<file path="config.mk">
export PLATFORM = sky130hd
export DESIGN_NAME = mfbd_queue
export DESIGN_NICKNAME = d
export VERILOG_FILES = /design/src/rtl/mfbd_pkg.sv /design/src/rtl/mfbd_queue.sv
export SDC_FILE = /design/constraint.sdc
export NUM_CORES = 1
export LEC_CHECK = 0
export ABC_AREA = 0
export BUFFER_PORTS_ARGS = -buffer_cell sky130_fd_sc_hd__buf_2
export CORE_MARGIN = 2
export CORE_UTILIZATION = 56
export CTS_CLUSTER_SIZE = 10
export DETAILED_ROUTE_END_ITERATION = 8
export HOLD_SLACK_MARGIN = 0.08
export PLACE_DENSITY = 0.93
export SYNTH_ARGS = -nofsm -noshare
export SYNTH_HDL_FRONTEND = slang
export SYNTH_SLANG_ARGS = --single-unit
</file>
<file path="constraint.sdc">
create_clock -name i_clk -period 25.6 [get_ports i_clk]
set_input_delay 5.12 -clock i_clk [delete_from_list [all_inputs] [get_ports i_clk]]
set_output_delay 5.12 -clock i_clk [all_outputs]
set_load 0.02 [all_outputs]
</file>
<file path="src/rtl/mfbd_pkg.sv">
package mfbd_pkg;

    // Display geometry. The store holds one byte per column for each 8-row page.
    localparam int DISPLAY_WIDTH  = 128;
    localparam int DISPLAY_HEIGHT = 64;
    localparam int PAGE_COUNT     = (DISPLAY_HEIGHT + 7) / 8;
    localparam int STORE_BYTES    = DISPLAY_WIDTH * PAGE_COUNT;

    localparam int COL_W  = $clog2(DISPLAY_WIDTH);
    localparam int ROW_W  = $clog2(DISPLAY_HEIGHT);
    localparam int PAGE_W = (PAGE_COUNT > 1) ? $clog2(PAGE_COUNT) : 1;
    localparam int ADDR_W = $clog2(STORE_BYTES);

    // Field widths of the command and result beats.
    localparam int ACTION_W   = 3;
    localparam int COORD_W    = 10;
    localparam int SIZE_W     = 9;
    localparam int RADDR_W    = 10;
    localparam int BYTE_W     = 8;
    localparam int IN_DATA_W  = 72;
    localparam int OUT_DATA_W = 8;

    // Extended coordinate width for rectangle edges, and the line error width.
    localparam int EXT_W = 12;
    localparam int ERR_W = 13;

    localparam logic signed [EXT_W-1:0] COL_LIMIT = EXT_W'(DISPLAY_WIDTH);
    localparam logic signed [EXT_W-1:0] ROW_LIMIT = EXT_W'(DISPLAY_HEIGHT);

    // Command queue between the front and the back.
    localparam int QUEUE_DEPTH = 2;
    localparam int QPTR_W      = $clog2(QUEUE_DEPTH);

    // Action codes carried in tuser.
    localparam logic [ACTION_W-1:0] ACT_LINE    = 3'd0;
    localparam logic [ACTION_W-1:0] ACT_OUTLINE = 3'd1;
    localparam logic [ACTION_W-1:0] ACT_FILL    = 3'd2;
    localparam logic [ACTION_W-1:0] ACT_CLEAR   = 3'd3;
    localparam logic [ACTION_W-1:0] ACT_READ    = 3'd4;

    typedef struct packed {
        logic [ACTION_W-1:0]              op;
        logic                             ink;
        // line
        logic signed [COORD_W-1:0]        x0;
        logic signed [COORD_W-1:0]        y0;
        logic signed [COORD_W-1:0]        x1;
        logic signed [COORD_W-1:0]        y1;
        logic [COORD_W-1:0]               dx;
        logic [COORD_W-1:0]               dy;
        logic                             sx;
        logic                             sy;
        logic signed [ERR_W-1:0]          err0;
        // rectangle: bounds clipped to the display, edges as given
        logic                             empty;
        logic                             fill;
        logic [COL_W-1:0]                 c_lo;
        logic [COL_W-1:0]                 c_hi;
        logic [PAGE_W-1:0]                p_lo;
        logic [PAGE_W-1:0]                p_hi;
        logic signed [EXT_W-1:0]          r_lo;
        logic signed [EXT_W-1:0]          r_hi;
        logic signed [EXT_W-1:0]          left;
        logic signed [EXT_W-1:0]          right;
        logic signed [EXT_W-1:0]          top;
        logic signed [EXT_W-1:0]          bot;
        // read
        logic                             rd_ok;
        logic [ADDR_W-1:0]                rd_addr;
    } t_cmd;

    function automatic logic signed [EXT_W-1:0] ext_coord(input logic signed [COORD_W-1:0] v);
        return EXT_W'(v);
    endfunction

    function automatic logic [ADDR_W-1:0] addr_of(input logic [PAGE_W-1:0] page,
                                                  input logic [COL_W-1:0] col);
        logic [ADDR_W-1:0] base;
        base = ADDR_W'(page) * ADDR_W'(DISPLAY_WIDTH);
        return base + ADDR_W'(col);
    endfunction

endpackage

</file>
<file path="src/rtl/mfbd_queue.sv">
module mfbd_queue (
    input  logic           i_clk,
    input  logic           i_rst_n,
    input  logic           i_push,
    input  mfbd_pkg::t_cmd i_cmd,
    output logic           o_full,
    input  logic           i_pop,
    output logic           o_empty,
    output mfbd_pkg::t_cmd o_cmd
);
    import mfbd_pkg::*;

    t_cmd              r_slot [QUEUE_DEPTH];
    logic [QPTR_W-1:0] r_wptr, n_wptr;
    logic [QPTR_W-1:0] r_rptr, n_rptr;
    logic [QPTR_W:0]   r_count, n_count;
    logic              do_push, do_pop;

    assign o_full  = (r_count == (QPTR_W+1)'(QUEUE_DEPTH));
    assign o_empty = (r_count == '0);
    assign o_cmd   = r_slot[r_rptr];
    assign do_push = i_push && !o_full;
    assign do_pop  = i_pop && !o_empty;

    always_comb begin
        n_wptr  = do_push ? r_wptr + 1'b1 : r_wptr;
        n_rptr  = do_pop ? r_rptr + 1'b1 : r_rptr;
        n_count = r_count;
        if (do_push && !do_pop) begin
            n_count = r_count + 1'b1;
        end else if (do_pop && !do_push) begin
            n_count = r_count - 1'b1;
        end
    end

    always_ff @(posedge i_clk) begin
        if (!i_rst_n) begin
            r_wptr  <= '0;
            r_rptr  <= '0;
            r_count <= '0;
        end else begin
            r_wptr  <= n_wptr;
            r_rptr  <= n_rptr;
            r_count <= n_count;
        end
        if (do_push) begin
            r_slot[r_wptr] <= i_cmd;
        end
    end

endmodule

</file>
==> results.md <==
- Outcome: complete, no violations
- Max H-tree Level: 2
- Die Height: 160 µm
- 1st-iter DRT viols: between 500 and 600
- Post-DP HPWL: about 18000 µm
- Number of nets in the layout: 1189
- Final TNS setup: 0 ns
- Max-cap viol count: 0
- CTS Sinks: 373
- Min Hold Slack: 0.562 ns
- Vias in the first global route: 7618
- Gr ovfl total: 0
- Critical path class: flip-flop to output port
- Port Buffers: 373
- Final core occ: 0.714
- Worst Path Buf+Inv: 2
- Yosys warns: 0
- Worst clock skew: 0.0121 ns
- Via/cell ratio: 5.33
- Post-synth cell types: 21
- CTS buffer count: 43
- Post-route ant nets: 0
- Share of cells above drive strength 1: 0.605
- P per Cell Area: 106 mW/mm²
- Per-cell routed wire length: 20.7 µm
- Pleak: 0.00628 µW
- Postcts setup bufs: 0
- Final Max Slew Viols: 0
- # rows: 56
- Final std cells w/o fill: 1335
- Top post-synthesis cells by area: edfxtp_1, mux2_2, buf_6
- Worst-path fanout max: 79
- DRT Pass-1 Iters: 4
- Required time worst endpoint: 20.48 ns
- Final worst-path setup slack: 17.67 ns
- Final setup fails: 0
- Register area share after synthesis: 0.822
- Routability congestion estimate: 0.759
- Post-synth EDFFs: approximately 370
- Clk Latency, worst-skew pair: 0.51 ns
- Leading area contributor after synthesis: edfxtp_1
- CP Launch Type: flip-flop
- Drt drc: 0
- CP arrival: approximately 2.8 ns
- Switch Pwr: 525 µW
- Clock Power Share: 0.291
- Critical Path End Type: output port
- Initial Util: 0.574
- Most common cell in the synthesized netlist: edfxtp_1
- Slowest-stage cell, CP: buf_4
- Hold Buf Count CTS: 0
- Combinational fraction of design power: 0.262
- Switching Fraction: 0.293
- Post_cts resized: 0
- Clock slew at reported path FFs: 0.05 ns
- Slew Limit Headroom: 0.271
- Tmin final: 7.93 ns
- Total die area: 0.0255 mm²
- Synth top area share: 0.815
- Seq pwr share: 0.447
- Fmax achieved: 126 MHz
- Slew of the pin with the lowest slew margin: 1.09 ns
- RSZ-0062 raised after global routing: false
- Initial antenna violation count: 6
- Largest net degree at the start of global routing: 185
- Delay-heaviest family, CP: buffers and inverters
- Async set-reset flop share out of synthesis: 0
- Vias: 7119
- Die Wd: 160 µm
- CTS tree: done
- Yosys reg bits: 373
- Final worst-path cycle share: 0.310
- # IOs: 374
- Pint: roughly 1300 µW
- GRT Resource Usage Total: 0.213
- Cell Chain, Critical Path: buf_4 > mux2_2 > buf_2
- Core Box Area: 0.0236 mm²
- Synth top cells by count: edfxtp_1, mux2_2, buf_6
- Placed cells: 1274
- Worst Hold Class: flip-flop to flip-flop
- Routed WL: 27600 µm
- Max clock buf depth: 3
- Dpl ws: 18.23 ns
- Maximum VDD drop: 0.107 mV
- Netlist Area Pre-Place: 0.0136 mm²
- Synthesized Nets: just under 800
- Area Growth Syn to Fin: 24.4%
- First-pass GRT wire length: about 42000 µm
- Endpoints failing hold: 0
- CTS root buf: clkbuf_16
- Syn Area/Cell: about 23 µm²
- Post-Synthesis Cells: slightly below 600
- Most used DFF post-synth: edfxtp_1
- Critical Path Max Stage Delay: 0.85 ns
-- final timing paths --
path	depth (start not counted)	slack (ns)	startpoint	end
setup / recovery	3	17.67	flip-flop	o_cmd[96]
hold / removal	2	0.56	r_count[1]$_SDFFE_PN0P_	r_count[1]$_SDFFE_PN0P_
hold reg to reg	2	0.56	r_count[1]$_SDFFE_PN0P_	r_count[1]$_SDFFE_PN0P_
setup reg to reg	3	23.12	r_count[0]$_SDFFE_PN0P_	r_slot[1][74]$_DFFE_PP_
-- metrics by stage --
stage,instance area [µm²],power (µW)
6_report,16900,1790
5_1_grt,16900,1850
4_1_cts,16900,1800
3_5_place_dp,15700,1280
3_3_place_gp,15700,1260
2_1_floorplan,13600,1150
-- routing by layer --
| metal | vias to the layer above | share of wire | track usage |
|---|---|---|---|
| li1 | 3199 | - | - |
| met1 | 3506 | 0.35 | 0.238 |
| met2 | 343 | 0.53 | 0.382 |
| met3 | 67 | 0.084 | 0.0636 |
| met4 | 4 | 0.031 | 0.0880 |
| met5 | - | 0.00094 | 0 |
-- state kept, by name, summed over array words and instances, names as in the netlist, named ones only --
name,count
r_count,2
r_wptr,1
r_rptr,1
r_slot,368
-- layout make-up --
type	count	area, µm²
diodes	5	12.5
well taps	319	399
clock buffers	54	1160
clock inverters	2	10.0
fillers	1418	6740
repair buffers	378	1920
inverters	2	7.51
flip-flops and latches	373	11200
multi-input cells	202	2210
-- power by group through the flow --
stage | logic, µW | registers (µW) | clock network [µW]
2_1_floorplan | 340 | 812 | 0
3_3_place_gp | 459 | 803 | 0
4_1_cts | 472 | 800 | 530
3_5_place_dp | 466 | 810 | 0
5_1_grt | 493 | 807 | 552
6_report | 469 | 800 | 520
-- placed cells by master (no fill, tap or decap), types with 2 or more instances in the layout --
| master | Yosys | layout |
|---|---|---|
| edfxtp_1 | 368 | 368 |
| mux2_2 | 184 | 184 |
| clkbuf_16 | 0 | 45 |
| nor2_1 | 2 | 2 |
| dfxtp_1 | 5 | 4 |
| xnor2_1 | 2 | 2 |
| inv_1 | 2 | 2 |
| diode_2 | 0 | 5 |
| clkbuf_1 | 0 | 9 |
| buf_2 | 2 | 373 |
| clkinv_2 | 0 | 2 |
| buf_4 | 2 | 4 |
| and2_1 | 3 | 3 |
-- worst min-delay path: cells and delay by family, from the launching register on --
kind           cells  cell delay, ns
flip-flops         1            0.34
AO/OA/AOI/OAI      2            0.17
-- cells by family (layout without fill, tap and decap cells) --
family,Yosys count,in the layout,share of synthesized area
AOI/OAI and AO/OA,5,5,0.00240
xor gates and xnor gates,3,3,0.00194
adders and majority gates,1,1,0.000922
buffers and inverters,22,436,0.0157
DFF,373,373,0.822
muxes,184,184,0.153
other,0,5,0
and+or+nand+nor,9,9,0.00406
Note: power is estimated with default switching activity, not from simulation.
