`config.mk`:
```
export PLATFORM = sky130hd
export DESIGN_NAME = mfbd_front
export DESIGN_NICKNAME = d
export VERILOG_FILES = /design/src/rtl/mfbd_pkg.sv /design/src/rtl/mfbd_front.sv
export SDC_FILE = /design/constraint.sdc
export NUM_CORES = 1
export LEC_CHECK = 0
export BUFFER_PORTS_ARGS = -buffer_cell sky130_fd_sc_hd__buf_2
export CORE_UTILIZATION = 48
export CTS_CLUSTER_DIAMETER = 30
export CTS_CLUSTER_SIZE = 8
export DETAILED_ROUTE_END_ITERATION = 8
export GPL_ROUTABILITY_DRIVEN = 1
export GPL_TIMING_DRIVEN = 0
export PLACE_DENSITY = 0.75
export SYNTH_ARGS = -nofsm -noshare
export SYNTH_HDL_FRONTEND = slang
export SYNTH_SLANG_ARGS = --single-unit
```
`constraint.sdc`:
```
create_clock -name i_clk -period 6.8 [get_ports i_clk]
set_input_delay 1.7 -clock i_clk [delete_from_list [all_inputs] [get_ports i_clk]]
set_output_delay 1.7 -clock i_clk [all_outputs]
set_load 0.03 [all_outputs]
```
`src/rtl/mfbd_pkg.sv`:
```
package mfbd_pkg;

    // Display geometry. The store holds one byte per column for each 8-row page.
    localparam int DISPLAY_WIDTH  = 128;
    localparam int DISPLAY_HEIGHT = 64;
    localparam int PAGE_COUNT     = (DISPLAY_HEIGHT + 7) / 8;
    localparam int STORE_BYTES    = DISPLAY_WIDTH * PAGE_COUNT;

    localparam int COL_W  = $clog2(DISPLAY_WIDTH);
    localparam int ROW_W  = $clog2(DISPLAY_HEIGHT);
    localparam int PAGE_W = (PAGE_COUNT > 1) ? $clog2(PAGE_COUNT) : 1;
    localparam int ADDR_W = $clog2(STORE_BYTES);

    // Field widths of the command and result beats.
    localparam int ACTION_W   = 3;
    localparam int COORD_W    = 10;
    localparam int SIZE_W     = 9;
    localparam int RADDR_W    = 10;
    localparam int BYTE_W     = 8;
    localparam int IN_DATA_W  = 72;
    localparam int OUT_DATA_W = 8;

    // Extended coordinate width for rectangle edges, and the line error width.
    localparam int EXT_W = 12;
    localparam int ERR_W = 13;

    localparam logic signed [EXT_W-1:0] COL_LIMIT = EXT_W'(DISPLAY_WIDTH);
    localparam logic signed [EXT_W-1:0] ROW_LIMIT = EXT_W'(DISPLAY_HEIGHT);

    // Command queue between the front and the back.
    localparam int QUEUE_DEPTH = 2;
    localparam int QPTR_W      = $clog2(QUEUE_DEPTH);

    // Action codes carried in tuser.
    localparam logic [ACTION_W-1:0] ACT_LINE    = 3'd0;
    localparam logic [ACTION_W-1:0] ACT_OUTLINE = 3'd1;
    localparam logic [ACTION_W-1:0] ACT_FILL    = 3'd2;
    localparam logic [ACTION_W-1:0] ACT_CLEAR   = 3'd3;
    localparam logic [ACTION_W-1:0] ACT_READ    = 3'd4;

    typedef struct packed {
        logic [ACTION_W-1:0]              op;
        logic                             ink;
        // line
        logic signed [COORD_W-1:0]        x0;
        logic signed [COORD_W-1:0]        y0;
        logic signed [COORD_W-1:0]        x1;
        logic signed [COORD_W-1:0]        y1;
        logic [COORD_W-1:0]               dx;
        logic [COORD_W-1:0]               dy;
        logic                             sx;
        logic                             sy;
        logic signed [ERR_W-1:0]          err0;
        // rectangle: bounds clipped to the display, edges as given
        logic                             empty;
        logic                             fill;
        logic [COL_W-1:0]                 c_lo;
        logic [COL_W-1:0]                 c_hi;
        logic [PAGE_W-1:0]                p_lo;
        logic [PAGE_W-1:0]                p_hi;
        logic signed [EXT_W-1:0]          r_lo;
        logic signed [EXT_W-1:0]          r_hi;
        logic signed [EXT_W-1:0]          left;
        logic signed [EXT_W-1:0]          right;
        logic signed [EXT_W-1:0]          top;
        logic signed [EXT_W-1:0]          bot;
        // read
        logic                             rd_ok;
        logic [ADDR_W-1:0]                rd_addr;
    } t_cmd;

    function automatic logic signed [EXT_W-1:0] ext_coord(input logic signed [COORD_W-1:0] v);
        return EXT_W'(v);
    endfunction

    function automatic logic [ADDR_W-1:0] addr_of(input logic [PAGE_W-1:0] page,
                                                  input logic [COL_W-1:0] col);
        logic [ADDR_W-1:0] base;
        base = ADDR_W'(page) * ADDR_W'(DISPLAY_WIDTH);
        return base + ADDR_W'(col);
    endfunction

endpackage

```
`src/rtl/mfbd_front.sv`:
```
module mfbd_front (
    input  logic                           i_clk,
    input  logic                           i_rst_n,
    input  logic                           i_s_tvalid,
    output logic                           o_s_tready,
    // x_start, y_start, x_end, y_end, rect_width, rect_height, ink, read_address
    input  logic [mfbd_pkg::IN_DATA_W-1:0] i_s_tdata,
    // action
    input  logic [mfbd_pkg::ACTION_W-1:0]  i_s_tuser,
    input  logic                           i_init_busy,
    output logic                           o_push,
    output mfbd_pkg::t_cmd                 o_cmd,
    input  logic                           i_full
);
    import mfbd_pkg::*;

    logic                      r_valid;
    logic                      n_valid;
    t_cmd                      r_cmd;
    t_cmd                      dec;
    logic                      accept;

    logic signed [COORD_W-1:0] xs, ys, xe, ye;
    logic [SIZE_W-1:0]         w, h;
    logic [RADDR_W-1:0]        raddr;
    logic signed [COORD_W:0]   xdiff, ydiff;
    logic signed [EXT_W-1:0]   xs_e, ys_e, xend_e, yend_e;
    logic signed [EXT_W-1:0]   xa, xb, ya, yb, xb_m1, yb_m1;

    assign xs    = $signed(i_s_tdata[9:0]);
    assign ys    = $signed(i_s_tdata[19:10]);
    assign xe    = $signed(i_s_tdata[29:20]);
    assign ye    = $signed(i_s_tdata[39:30]);
    assign w     = i_s_tdata[48:40];
    assign h     = i_s_tdata[57:49];
    assign raddr = i_s_tdata[68:59];

    always_comb begin
        dec      = '0;
        dec.op   = i_s_tuser;
        dec.ink  = i_s_tdata[58];

        // Line setup: magnitudes, directions and the initial error.
        xdiff    = (COORD_W+1)'(xe) - (COORD_W+1)'(xs);
        ydiff    = (COORD_W+1)'(ye) - (COORD_W+1)'(ys);
        dec.x0   = xs;
        dec.y0   = ys;
        dec.x1   = xe;
        dec.y1   = ye;
        dec.dx   = xdiff[COORD_W] ? COORD_W'(-xdiff) : xdiff[COORD_W-1:0];
        dec.dy   = ydiff[COORD_W] ? COORD_W'(-ydiff) : ydiff[COORD_W-1:0];
        dec.sx   = xs < xe;
        dec.sy   = ys < ye;
        dec.err0 = $signed(ERR_W'(dec.dx)) - $signed(ERR_W'(dec.dy));

        // Rectangle setup: clip to the display once, here.
        xs_e     = ext_coord(xs);
        ys_e     = ext_coord(ys);
        xend_e   = xs_e + $signed(EXT_W'(w));
        yend_e   = ys_e + $signed(EXT_W'(h));
        xa       = (xs_e < 0) ? '0 : xs_e;
        ya       = (ys_e < 0) ? '0 : ys_e;
        xb       = (xend_e > COL_LIMIT) ? COL_LIMIT : xend_e;
        yb       = (yend_e > ROW_LIMIT) ? ROW_LIMIT : yend_e;
        xb_m1    = xb - EXT_W'(1);
        yb_m1    = yb - EXT_W'(1);
        dec.empty = (w == '0) || (h == '0) || (xa >= xb) || (ya >= yb);
        dec.fill  = (i_s_tuser == ACT_FILL);
        dec.c_lo  = COL_W'(xa);
        dec.c_hi  = COL_W'(xb_m1);
        dec.p_lo  = PAGE_W'(xa[EXT_W-1] ? '0 : ya[EXT_W-1:3]);
        dec.p_hi  = PAGE_W'(yb_m1[EXT_W-1:3]);
        dec.r_lo  = ya;
        dec.r_hi  = yb_m1;
        dec.left  = xs_e;
        dec.right = xend_e - EXT_W'(1);
        dec.top   = ys_e;
        dec.bot   = yend_e - EXT_W'(1);

        dec.rd_ok   = (EXT_W+1)'(raddr) < (EXT_W+1)'(STORE_BYTES);
        dec.rd_addr = ADDR_W'(raddr);
    end

    assign o_s_tready = !i_init_busy && (!r_valid || !i_full);
    assign accept     = i_s_tvalid && o_s_tready;
    assign o_push     = r_valid && !i_full;
    assign o_cmd      = r_cmd;

    always_comb begin
        n_valid = accept || (r_valid && !o_push);
    end

    always_ff @(posedge i_clk) begin
        if (!i_rst_n) begin
            r_valid <= 1'b0;
        end else begin
            r_valid <= n_valid;
        end
        if (accept) begin
            r_cmd <= dec;
        end
    end

endmodule

```
==> results.md, run 1 <==
* Status: complete, no violations
* # Max-Cap Violations at 0
* Yosys top cell by area: edfxtp_1
* Count of cell types in the netlist at 70
* Synth Register Bits at 149
* Crit share post-route at 0.8597
* Top FF cell, synth: edfxtp_1
* Ys async rst share at 0
* Ant diodes at 0
* Worst-Margin Slew at 0.6826 ns
* Slack of the critical path at 0.9539 ns
* CP Max Fanout at 7
* Met3 Use GR at 0.04415
* TritonCTS clock tree: done
* Dpl hpwl at 16400 µm
* Layout net count at 1234
* Fin crit period at 5.846 ns
* Peak supply drop at 0.2149 mV
* Ys Warns at 0
* Top cells by count, synth: edfxtp_1, ha_1, inv_1
* Post-CTS resize count at 0
* Post-synth top area share at 0.5018
* Fmax at 0.1711 GHz
* Crit path DAT at 6.01 ns
* DR vias/cell at 5.230
* CP Capture Type: flop
* Post-Route WL at 21050 µm
* Iteration count of the initial detailed-routing pass at 5
* Post-Synthesis Cell Area at 8856 µm²
* Die Ht at 137.8 µm
* Die Wd at 137.8 µm
* H-tree Lvls at 4
* Clock skew at 0.005802 ns
* Antenna Nets Post-Route at 0
* Worst hold path type: reg -> reg
* Setup CP Type: in -> reg
* CP Launch Type: input pin
* Post-route insts no fill at 1315
* DRC viols at 0
* Postcts setup bufs at 0
* Total global-route track usage at 0.2208
* GR met2 Demand/Resource at 0.3674
* Starting density of the core at 0.4913
* Setup Viol. Count Final at 0
* Gate power share at 0.316
* CTS sink count at 149
* Vias in the first global route at 6280
* First-pass GRT wire length at 31460 µm
* Setup WS pre-CTS at 0.5726 ns
* Antenna violations before repair at 0
* Slew Limit Fails at 0
* IO Pins at 266
* Area grow syn2layout at 25.64%
* Overflow after GRT at 0
* Power Density at 284.7 nW/µm²
* Synth top area cells: edfxtp_1, ha_1, xnor2_1, buf_4, inv_1
* First DRT Iteration DRCs at 467
* Root buf cell: clkbuf_16
* Clock Pin Slew Worst Setup and Hold Paths at 0.06 ns
* RSZ-0062 raised after global routing: false
* Grt peak-use layer: met2
* Sw Ratio at 0.3301
* Largest net degree at the start of global routing at 74
* Routability-driven placement congestion ratio at 0.8721
* Top-count cell post-synth: edfxtp_1
* Design Power at 3167 µW
* Register area share after synthesis at 0.5041
* Critical Path RT at 6.96 ns
* Core area at 18020 µm²
* Post-synth EDFFs at 148
* Setup tns final at 0 ns
* Grt met1 use at 0.2831
* CTS Buf Count at 17
* # port buffers at 258
* Fillcell total at 1507
* Pleak at 0.004912 µW
* Final hold vios at 0
* Psw at 1046 µW
* DIE AREA at 19000 µm²
* Relative slew margins at 0.5416
* Fraction of layout cells with a size suffix above 1 at 0.3232
* CTS Hold Buffers Added at 0
* Via Count at 6877
* Fin util at 0.6173
* Sequential share of power at 0.366
* Clk pwr share at 0.318
* Post-Place Cells at 1283
* Syn avg cell area at 11.18 µm²
* Rows at 49
* Cell Int Power at 2122 µW
* Clk_lat worst skew at 0.42 ns
* Maximum clock insertion buffer count at 2
* Instance count of the mapped netlist at 792
* Wirelength per Cell at 16.01 µm
-- power by group through the flow --
stage	combinational [µW]	clock, µW	sequential [µW]
2_1_floorplan	585	0	1330
3_3_place_gp	958	0	1180
3_5_place_dp	985	0	1180
4_1_cts	999	1020	1160
5_1_grt	1110	1060	1170
6_report	1000	1010	1160
-- stage by stage --
stage          hold WS [ns]  instance area, µm²
5_1_grt              0.6397               11130
2_1_floorplan        0.4971                8864
6_report             0.5322               11130
3_5_place_dp         0.5189               10500
4_1_cts              0.5363               11130
3_3_place_gp         0.5176               10440
-- placed cells by master, fill, tap and decap left out, types with 4 or more instances in the layout --
master / count
buf_2: 259
edfxtp_1: 148
ha_1: 76
inv_1: 71
nor2_1: 53
nand2_1: 49
a21oi_1: 41
xnor2_1: 38
buf_4: 37
o21ai_0: 34
xor2_1: 22
nor2b_1: 20
a21o_1: 18
nand3_1: 18
clkbuf_16: 17
nor3_1: 14
nand2b_1: 12
nand4_1: 8
a211oi_1: 8
or2_2: 8
and2_1: 8
or3_1: 6
o21a_1: 5
nor4_1: 5
a31oi_1: 5
and3_1: 5
fa_1: 5
inv_6: 5
clkbuf_1: 4
o31ai_1: 4
o2111ai_1: 4
a21boi_0: 4
o211ai_1: 4
conb_1: 4
bufinv_16: 4
-- flip-flops by register name, indices dropped and copies added (netlist names) --
| register | count |
|---|---|
| o_cmd | 148 |
| r_valid | 1 |
-- final cells by class --
class / instances / area, µm² / area share
Buffer: 42 / 306.5 / 0.02755
Tap cell: 229 / 286.5 / 0.02575
Multi-Input combinational cell: 531 / 3825 / 0.3438
Clock inverter: 13 / 195.2 / 0.01754
Sequential cell: 149 / 4464 / 0.4012
Clock buffer: 19 / 432.9 / 0.03891
Timing Repair Buffer: 260 / 1346 / 0.1210
Inverter: 72 / 270.3 / 0.02429
-- layer usage --
layer / share of wire / up-vias / routed length [µm]
met4: 0.021 / 0 / 444
met1: 0.43 / 3193 / 9002
met3: 0.067 / 34 / 1414
li1: - / 3407 / -
met5: 0 / - / 0
met2: 0.48 / 243 / 10190
-- worst max-delay path, stage by stage --
cell and delay (ns):
buf_2 0.14, ha_1 0.25, fa_1 0.45, a21o_1 0.21
a22o_1 0.24, a211oi_2 0.49, nor4_1 0.16, a211oi_1 0.34
o21bai_2 0.17, and2_1 0.21, ha_1 0.28, nand2b_1 0.15
a21o_1 0.19, a21o_1 0.17, a21oi_1 0.14, nor2b_1 0.05
o21ai_0 0.17, a21oi_1 0.10, or4_1 0.39
-- worst paths after layout --
check	start	to	slack, ns	cells after the start
worst max register to register	r_valid$_SDFF_PN0_	o_cmd[97]$_DFFE_PP_	5.22	3
worst min-delay path	r_valid$_SDFF_PN0_	r_valid$_SDFF_PN0_	0.53	2
worst min register to register	r_valid$_SDFF_PN0_	r_valid$_SDFF_PN0_	0.53	2
worst max-delay path	i_s_tdata[0]	o_cmd[104]$_DFFE_PP_	0.95	19
-- kinds of logic (layout without fill, tap and decap cells) --
| family | Yosys count | count (layout) | share of synthesized area |
|---|---|---|---|
| flops | 149 | 149 | 0.5041 |
| buf+inv | 114 | 406 | 0.06513 |
| xor+xnor | 60 | 60 | 0.05934 |
| compound gates | 158 | 158 | 0.1171 |
| simple gates | 223 | 223 | 0.1287 |
| mux | 5 | 5 | 0.006075 |
| other cells | 2 | 4 | 0.0008480 |
| fa+ha+maj | 81 | 81 | 0.1187 |
No activity file was read; power rests on OpenSTA's default activity.
==> run 2: changes to the inputs <==
Settings changed: RECOVER_POWER set to 100.
==> results.md, run 2 (same netlist as run 1, synthesis figures left out) <==
* Status: complete, but fails checks
* Failing checks: capacitance limit, slew limit
* Final hold vios at 0 (unchanged)
* Wirelength per Cell at 16.11 µm (+0.64%)
* Slew Limit Fails at 139 (+139)
* RSZ-0062 raised after global routing: false
* # Max-Cap Violations at 2 (+2)
* Die Wd at 137.8 µm (unchanged)
* Routability-driven placement congestion ratio at 0.8721 (unchanged)
* Rows at 49 (unchanged)
* Setup CP Type: in -> reg
* Overflow after GRT at 0 (unchanged)
* Fillcell total at 1639 (+8.8%)
* Largest register FFs at 148 (unchanged)
* CTS sink count at 149 (unchanged)
* Hold depth at 2 (unchanged)
* CP Launch Type: input pin
* Layout net count at 1234 (unchanged)
* DR vias/cell at 5.237 (+0.15%)
* Largest net degree at the start of global routing at 74 (unchanged)
* CTS Hold Buffers Added at 0 (unchanged)
* Fin crit period at 6.003 ns (+0.1573 ns)
* Commonest cells after routing, fill and taps aside: clkbuf_1, edfxtp_1, ha_1
* Area grow syn2layout at 21.72%
* Worst reg-to-reg setup slack at 2.30 ns (-2.92 ns)
* Fmax at 0.1666 GHz (-2.6%)
* DR WL met3 at 1380 µm (-2.4%)
* Antenna Nets Post-Route at 0 (unchanged)
* Critical Path RT at 6.96 ns (about the same)
* Relative slew margins at -1.552 (-2.094)
* Vias in the first global route at 6280 (unchanged)
* Clk_lat worst skew at 0.42 ns (about the same)
* Fraction of layout cells with a size suffix above 1 at 0.1096 (-0.2136)
* Iteration count of the initial detailed-routing pass at 5 (unchanged)
* Root buf cell: clkbuf_16
* Crit path DAT at 6.17 ns (+0.16 ns)
* Crit share post-route at 0.8829 (+0.02313)
* DRC viols at 0 (unchanged)
* Top routing layer used: met4
* Power Density at 291.6 nW/µm² (+2.4%)
* Design Power at 3143 µW (-0.76%)
* Met2 routed WL at 10100 µm (-0.89%)
* Total global-route track usage at 0.2208 (unchanged)
* Postcts setup bufs at 0 (unchanged)
* DIE AREA at 19000 µm² (unchanged)
* Clock skew at 0.006193 ns (+0.0003913 ns)
* CTS Buf Count at 17 (unchanged)
* # port buffers at 258 (unchanged)
* Peak supply drop at 0.2103 mV (-2.1%)
* CP Max Fanout at 5 (-2)
* Ant diodes at 0 (unchanged)
* R2r worst-path depth at 3 (unchanged)
* Maximum clock insertion buffer count at 2 (unchanged)
* DRT met1 WL at 9202 µm (+2.2%)
* First-pass GRT wire length at 31460 µm (unchanged)
* Antenna violations before repair at 0 (unchanged)
* Worst hold path type: reg -> reg
* Post-CTS resize count at 0 (unchanged)
* TritonCTS clock tree: done
* Clock Pin Slew Worst Setup and Hold Paths at 0.06 ns (about the same)
* Worst-Margin Slew at 3.828 ns (+3.146 ns)
* Die Ht at 137.8 µm (unchanged)
* Setup Viol. Count Final at 0 (unchanged)
* Via Count at 6887 (+0.15%)
* Pleak at 0.004262 µW (-13%)
* H-tree Lvls at 4 (unchanged)
* Dpl hpwl at 16400 µm (unchanged)
* First DRT Iteration DRCs at 509 (+9.0%)
* CP Capture Type: flop
* Min Hold Slack at 0.5339 ns (+0.001658 ns)
* IO Pins at 266 (unchanged)
* Post-Route WL at 21190 µm (+0.64%)
* Core area at 18020 µm² (unchanged)
* Starting density of the core at 0.4913 (unchanged)
* Leading cell type in the layout, fill and taps excluded: clkbuf_1
[run 2: cell count changes in the layout (fill, tap and decap cells not counted), moves of 2 or more]
cell      change
clkbuf_1    +226
buf_2       -223
and2_0        +3
o21ai_1       -2
and2_1        -2
mux2_1        +2
mux2_2        -2
buf_16        -2
o21ai_0       +2
[run 2: layout make-up]
type                    instances  area (µm²)  area share
flip-flops and latches        149        4464      0.4142
multi-input cells             531        3807      0.3532
repair buffers                260        1020     0.09460
clock buffers                  19       432.9     0.04016
plain buffers                  42       302.8     0.02809
well taps                     229       286.5     0.02658
inverters                      72       270.3     0.02507
clock inverters                13       195.2     0.01811
[run 2: final timing paths]
kind | from | to
worst max-delay path | i_s_tdata[0] | o_cmd[104]$_DFFE_PP_
worst min-delay path | r_valid$_SDFF_PN0_ | r_valid$_SDFF_PN0_
worst max register to register | r_valid$_SDFF_PN0_ | o_cmd[155]$_DFFE_PP_
worst min register to register | r_valid$_SDFF_PN0_ | r_valid$_SDFF_PN0_
[run 2: through the flow]
step | utilization | cells | worst slack, ns | TNS [ns] | cell area (µm²)
finish | 0.5980 | 1315 | 0.7966 | 0 | 10780
CTS | 0.6173 | 1315 | 0.9837 | 0 | 11130
floorplan | - | 794 | 0.5522 | 0 | 8864
detailed placement | 0.5825 | 1283 | 0.5726 | 0 | 10500
global placement | 0.5793 | 1281 | -0.5417 | -78.13 | 10440
global route | 0.5980 | 1315 | 0.3848 | 0 | 10780
[run 2: power breakdown]
group	internal, µW	switching [µW]	total, µW	leakage, µW
logic	331	638	969	0.00258
registers	1140	22.5	1170	0.00139
clock network	621	389	1010	0.000296
[run 2: routing by layer]
layer	vias up	track usage
met1	3188	0.2831
li1	3404	-
met5	-	0
met2	254	0.3674
met4	0	0.08333
met3	41	0.04415
[run 2: critical path, stage by stage]
cell and delay [ns]:
clkbuf_1 0.15, ha_1 0.28, fa_1 0.45, a21o_1 0.21, a22o_1 0.23, o41a_1 0.40, xnor2_1 0.25, o31a_1 0.27
o21bai_1 0.37, and2_0 0.25, ha_1 0.24, nand2b_1 0.15, a21o_1 0.19, a21o_1 0.17, a21oi_1 0.14, nor2b_1 0.05
o21ai_0 0.17, a21oi_1 0.10, or4_1 0.39
==> run 3: changes to the inputs <==
==> constraint.sdc (replaced) <==
create_clock -name i_clk -period 6.8 [get_ports i_clk]
set_input_delay 0.68 -clock i_clk [delete_from_list [all_inputs] [get_ports i_clk]]
set_output_delay 0.68 -clock i_clk [all_outputs]
set_load 0.03 [all_outputs]
==> results.md, run 3 (same netlist as run 1, synthesis figures left out) <==
* Status: complete, but fails checks
* Failing checks: capacitance limit, slew limit
* Crit path DAT at 5.39 ns (-0.78 ns)
* Worst Hold End: o_cmd[7]$_DFFE_PP_
* # Max-Cap Violations at 2 (unchanged)
* Fin crit period at 5.228 ns (-0.7753 ns)
* Relative slew margins at -1.564 (-0.01220)
* Setup WS pre-CTS at 1.593 ns (+1.020 ns)
* Layout net count at 1234 (unchanged)
* CTS sink count at 149 (unchanged)
* Worst R2R End: o_cmd[155]$_DFFE_PP_
* Multi-input gate area at 3802 µm² (-0.13%)
* Clock Pin Slew Worst Setup and Hold Paths at 0.06 ns (about the same)
* Commonest cells after routing, fill and taps aside: clkbuf_1, edfxtp_1, ha_1
* Slew Limit Fails at 139 (unchanged)
* Overflow after GRT at 0 (unchanged)
* DRC viols at 0 (unchanged)
* Hold depth at 1 (-1)
* Starting density of the core at 0.4913 (unchanged)
* IO Pins at 266 (unchanged)
* Power Density at 291.7 nW/µm² (about the same)
* Maximum clock insertion buffer count at 2 (unchanged)
* Register area at 4464 µm² (unchanged)
* Via Count at 6908 (+0.30%)
* Largest net degree at the start of global routing at 74 (unchanged)
* Area grow syn2layout at 21.57%
* Post-CTS resize count at 0 (unchanged)
* Peak supply drop at 0.2103 mV (about the same)
* DR vias/cell at 5.253 (+0.30%)
* # port buffers at 258 (unchanged)
* Antenna violations before repair at 0 (unchanged)
* CTS Buf Count at 17 (unchanged)
* Final hold vios at 0 (unchanged)
* CTS Hold Buffers Added at 0 (unchanged)
* Reg2Reg Launch Point: r_valid$_SDFF_PN0_
* First DRT Iteration DRCs at 506 (-0.59%)
* Die Ht at 137.8 µm (unchanged)
* Routability-driven placement congestion ratio at 0.8721 (unchanged)
* Die Wd at 137.8 µm (unchanged)
* CP Capture Type: flop
* Min-delay src: i_s_tdata[66]
* Placed instance area at 10500 µm² (unchanged)
* Design area at 10770 µm² (-0.12%)
* Ant diodes at 0 (unchanged)
* Dpl hpwl at 16400 µm (unchanged)
* Fraction of layout cells with a size suffix above 1 at 0.1077 (-0.001842)
* Top routing layer used: met4
* Total global-route track usage at 0.2208 (unchanged)
* RSZ-0062 raised after global routing: false
* Worst hold path type: in -> reg
* R2r worst-path depth at 3 (unchanged)
* DR WL met3 at 1382 µm (+0.14%)
* Crit share post-route at 0.7688 (-0.1140)
* Worst reg-to-reg setup slack at 2.29 ns (about the same)
* First-pass GRT wire length at 31460 µm (unchanged)
* DRT met1 WL at 9228 µm (+0.28%)
* Rows at 49 (unchanged)
* Largest register FFs at 148 (unchanged)
* Fmax at 0.1913 GHz (+15%)
* Setup Viol. Count Final at 0 (unchanged)
* Root buf cell: clkbuf_16
* Iteration count of the initial detailed-routing pass at 5 (unchanged)
* Pleak at 0.004256 µW (-0.14%)
* Antenna Nets Post-Route at 0 (unchanged)
* Wirelength per Cell at 16.17 µm (+0.38%)
* Clock skew at 0.006197 ns (+0.000004220 ns)
* Vias in the first global route at 6280 (unchanged)
* DIE AREA at 19000 µm² (unchanged)
* Postcts setup bufs at 0 (unchanged)
* Setup tns final at 0 ns (unchanged)
* Critical Path RT at 6.96 ns (about the same)
* Clk_lat worst skew at 0.42 ns (about the same)
* TritonCTS clock tree: done
* Met2 routed WL at 10150 µm (+0.51%)
* Core area at 18020 µm² (unchanged)
* Post-Route WL at 21270 µm (+0.38%)
* Worst-Margin Slew at 3.847 ns (+0.01829 ns)
* CP Launch Type: input pin
* Fillcell total at 1642 (+0.18%)
* CP Max Fanout at 10 (+5)
* Setup CP Type: in -> reg
* Slack of the critical path at 1.572 ns (+0.7753 ns)
* H-tree Lvls at 4 (unchanged)
* Leading cell type in the layout, fill and taps excluded: clkbuf_1
[run 3: critical path, stage by stage]
cell	delay, ns
clkbuf_1	0.15
ha_1	0.28
fa_1	0.45
a21o_1	0.21
a22o_1	0.23
o41a_1	0.40
xnor2_1	0.25
o31a_1	0.27
o21bai_1	0.35
clkbuf_1	0.44
nand2_1	0.18
ha_1	0.32
a21o_1	0.17
a21o_1	0.17
a21oi_1	0.14
nor2b_1	0.05
o21ai_0	0.17
a21oi_1	0.10
or4_1	0.39
[run 3: final cells by class]
class / instances / area share
clock buffers: 19 / 0.04021
clock inverters: 13 / 0.01813
repair buffers: 260 / 0.09471
plain buffers: 42 / 0.02743
well taps: 229 / 0.02661
flip-flops and latches: 149 / 0.4146
multi-input cells: 531 / 0.3532
inverters: 72 / 0.02510
[run 3: how the worst max path moves through the flow]
| stage | endpoint | slack [ns] | startpoint |
|---|---|---|---|
| after floorplan | o_cmd[0]$_DFFE_PP_ | 1.57 | i_init_busy |
| after global placement | o_cmd[39]$_DFFE_PP_ | 0.48 | i_full |
| after detailed placement | o_cmd[104]$_DFFE_PP_ | 1.59 | i_s_tdata[0] |
| after CTS | o_cmd[104]$_DFFE_PP_ | 2.00 | i_s_tdata[0] |
| after global routing | o_cmd[104]$_DFFE_PP_ | 1.18 | i_s_tdata[0] |
| final | o_cmd[104]$_DFFE_PP_ | 1.57 | i_s_tdata[0] |
[run 3: power by group]
group          switching (µW)  internal, µW
clock                     388           621
combinational             638           329
sequential               22.5          1140
[run 3: metal layers]
metal  track usage  vias to the layer above
met1        0.2831                     3203
li1              -                     3406
met4       0.08333                        0
met2        0.3674                      258
met3       0.04415                       41
met5             0                        -
[run 3: through the flow]
stage	power (µW)	util	hold slack [ns]	std cells
detailed placement	2163	0.5825	0.5189	1283
floorplan	1917	-	0.4971	794
finish	3141	0.5973	0.4282	1315
global placement	2143	0.5793	0.5176	1281
global route	3297	0.5973	0.4167	1315
CTS	3184	0.6173	0.4103	1315
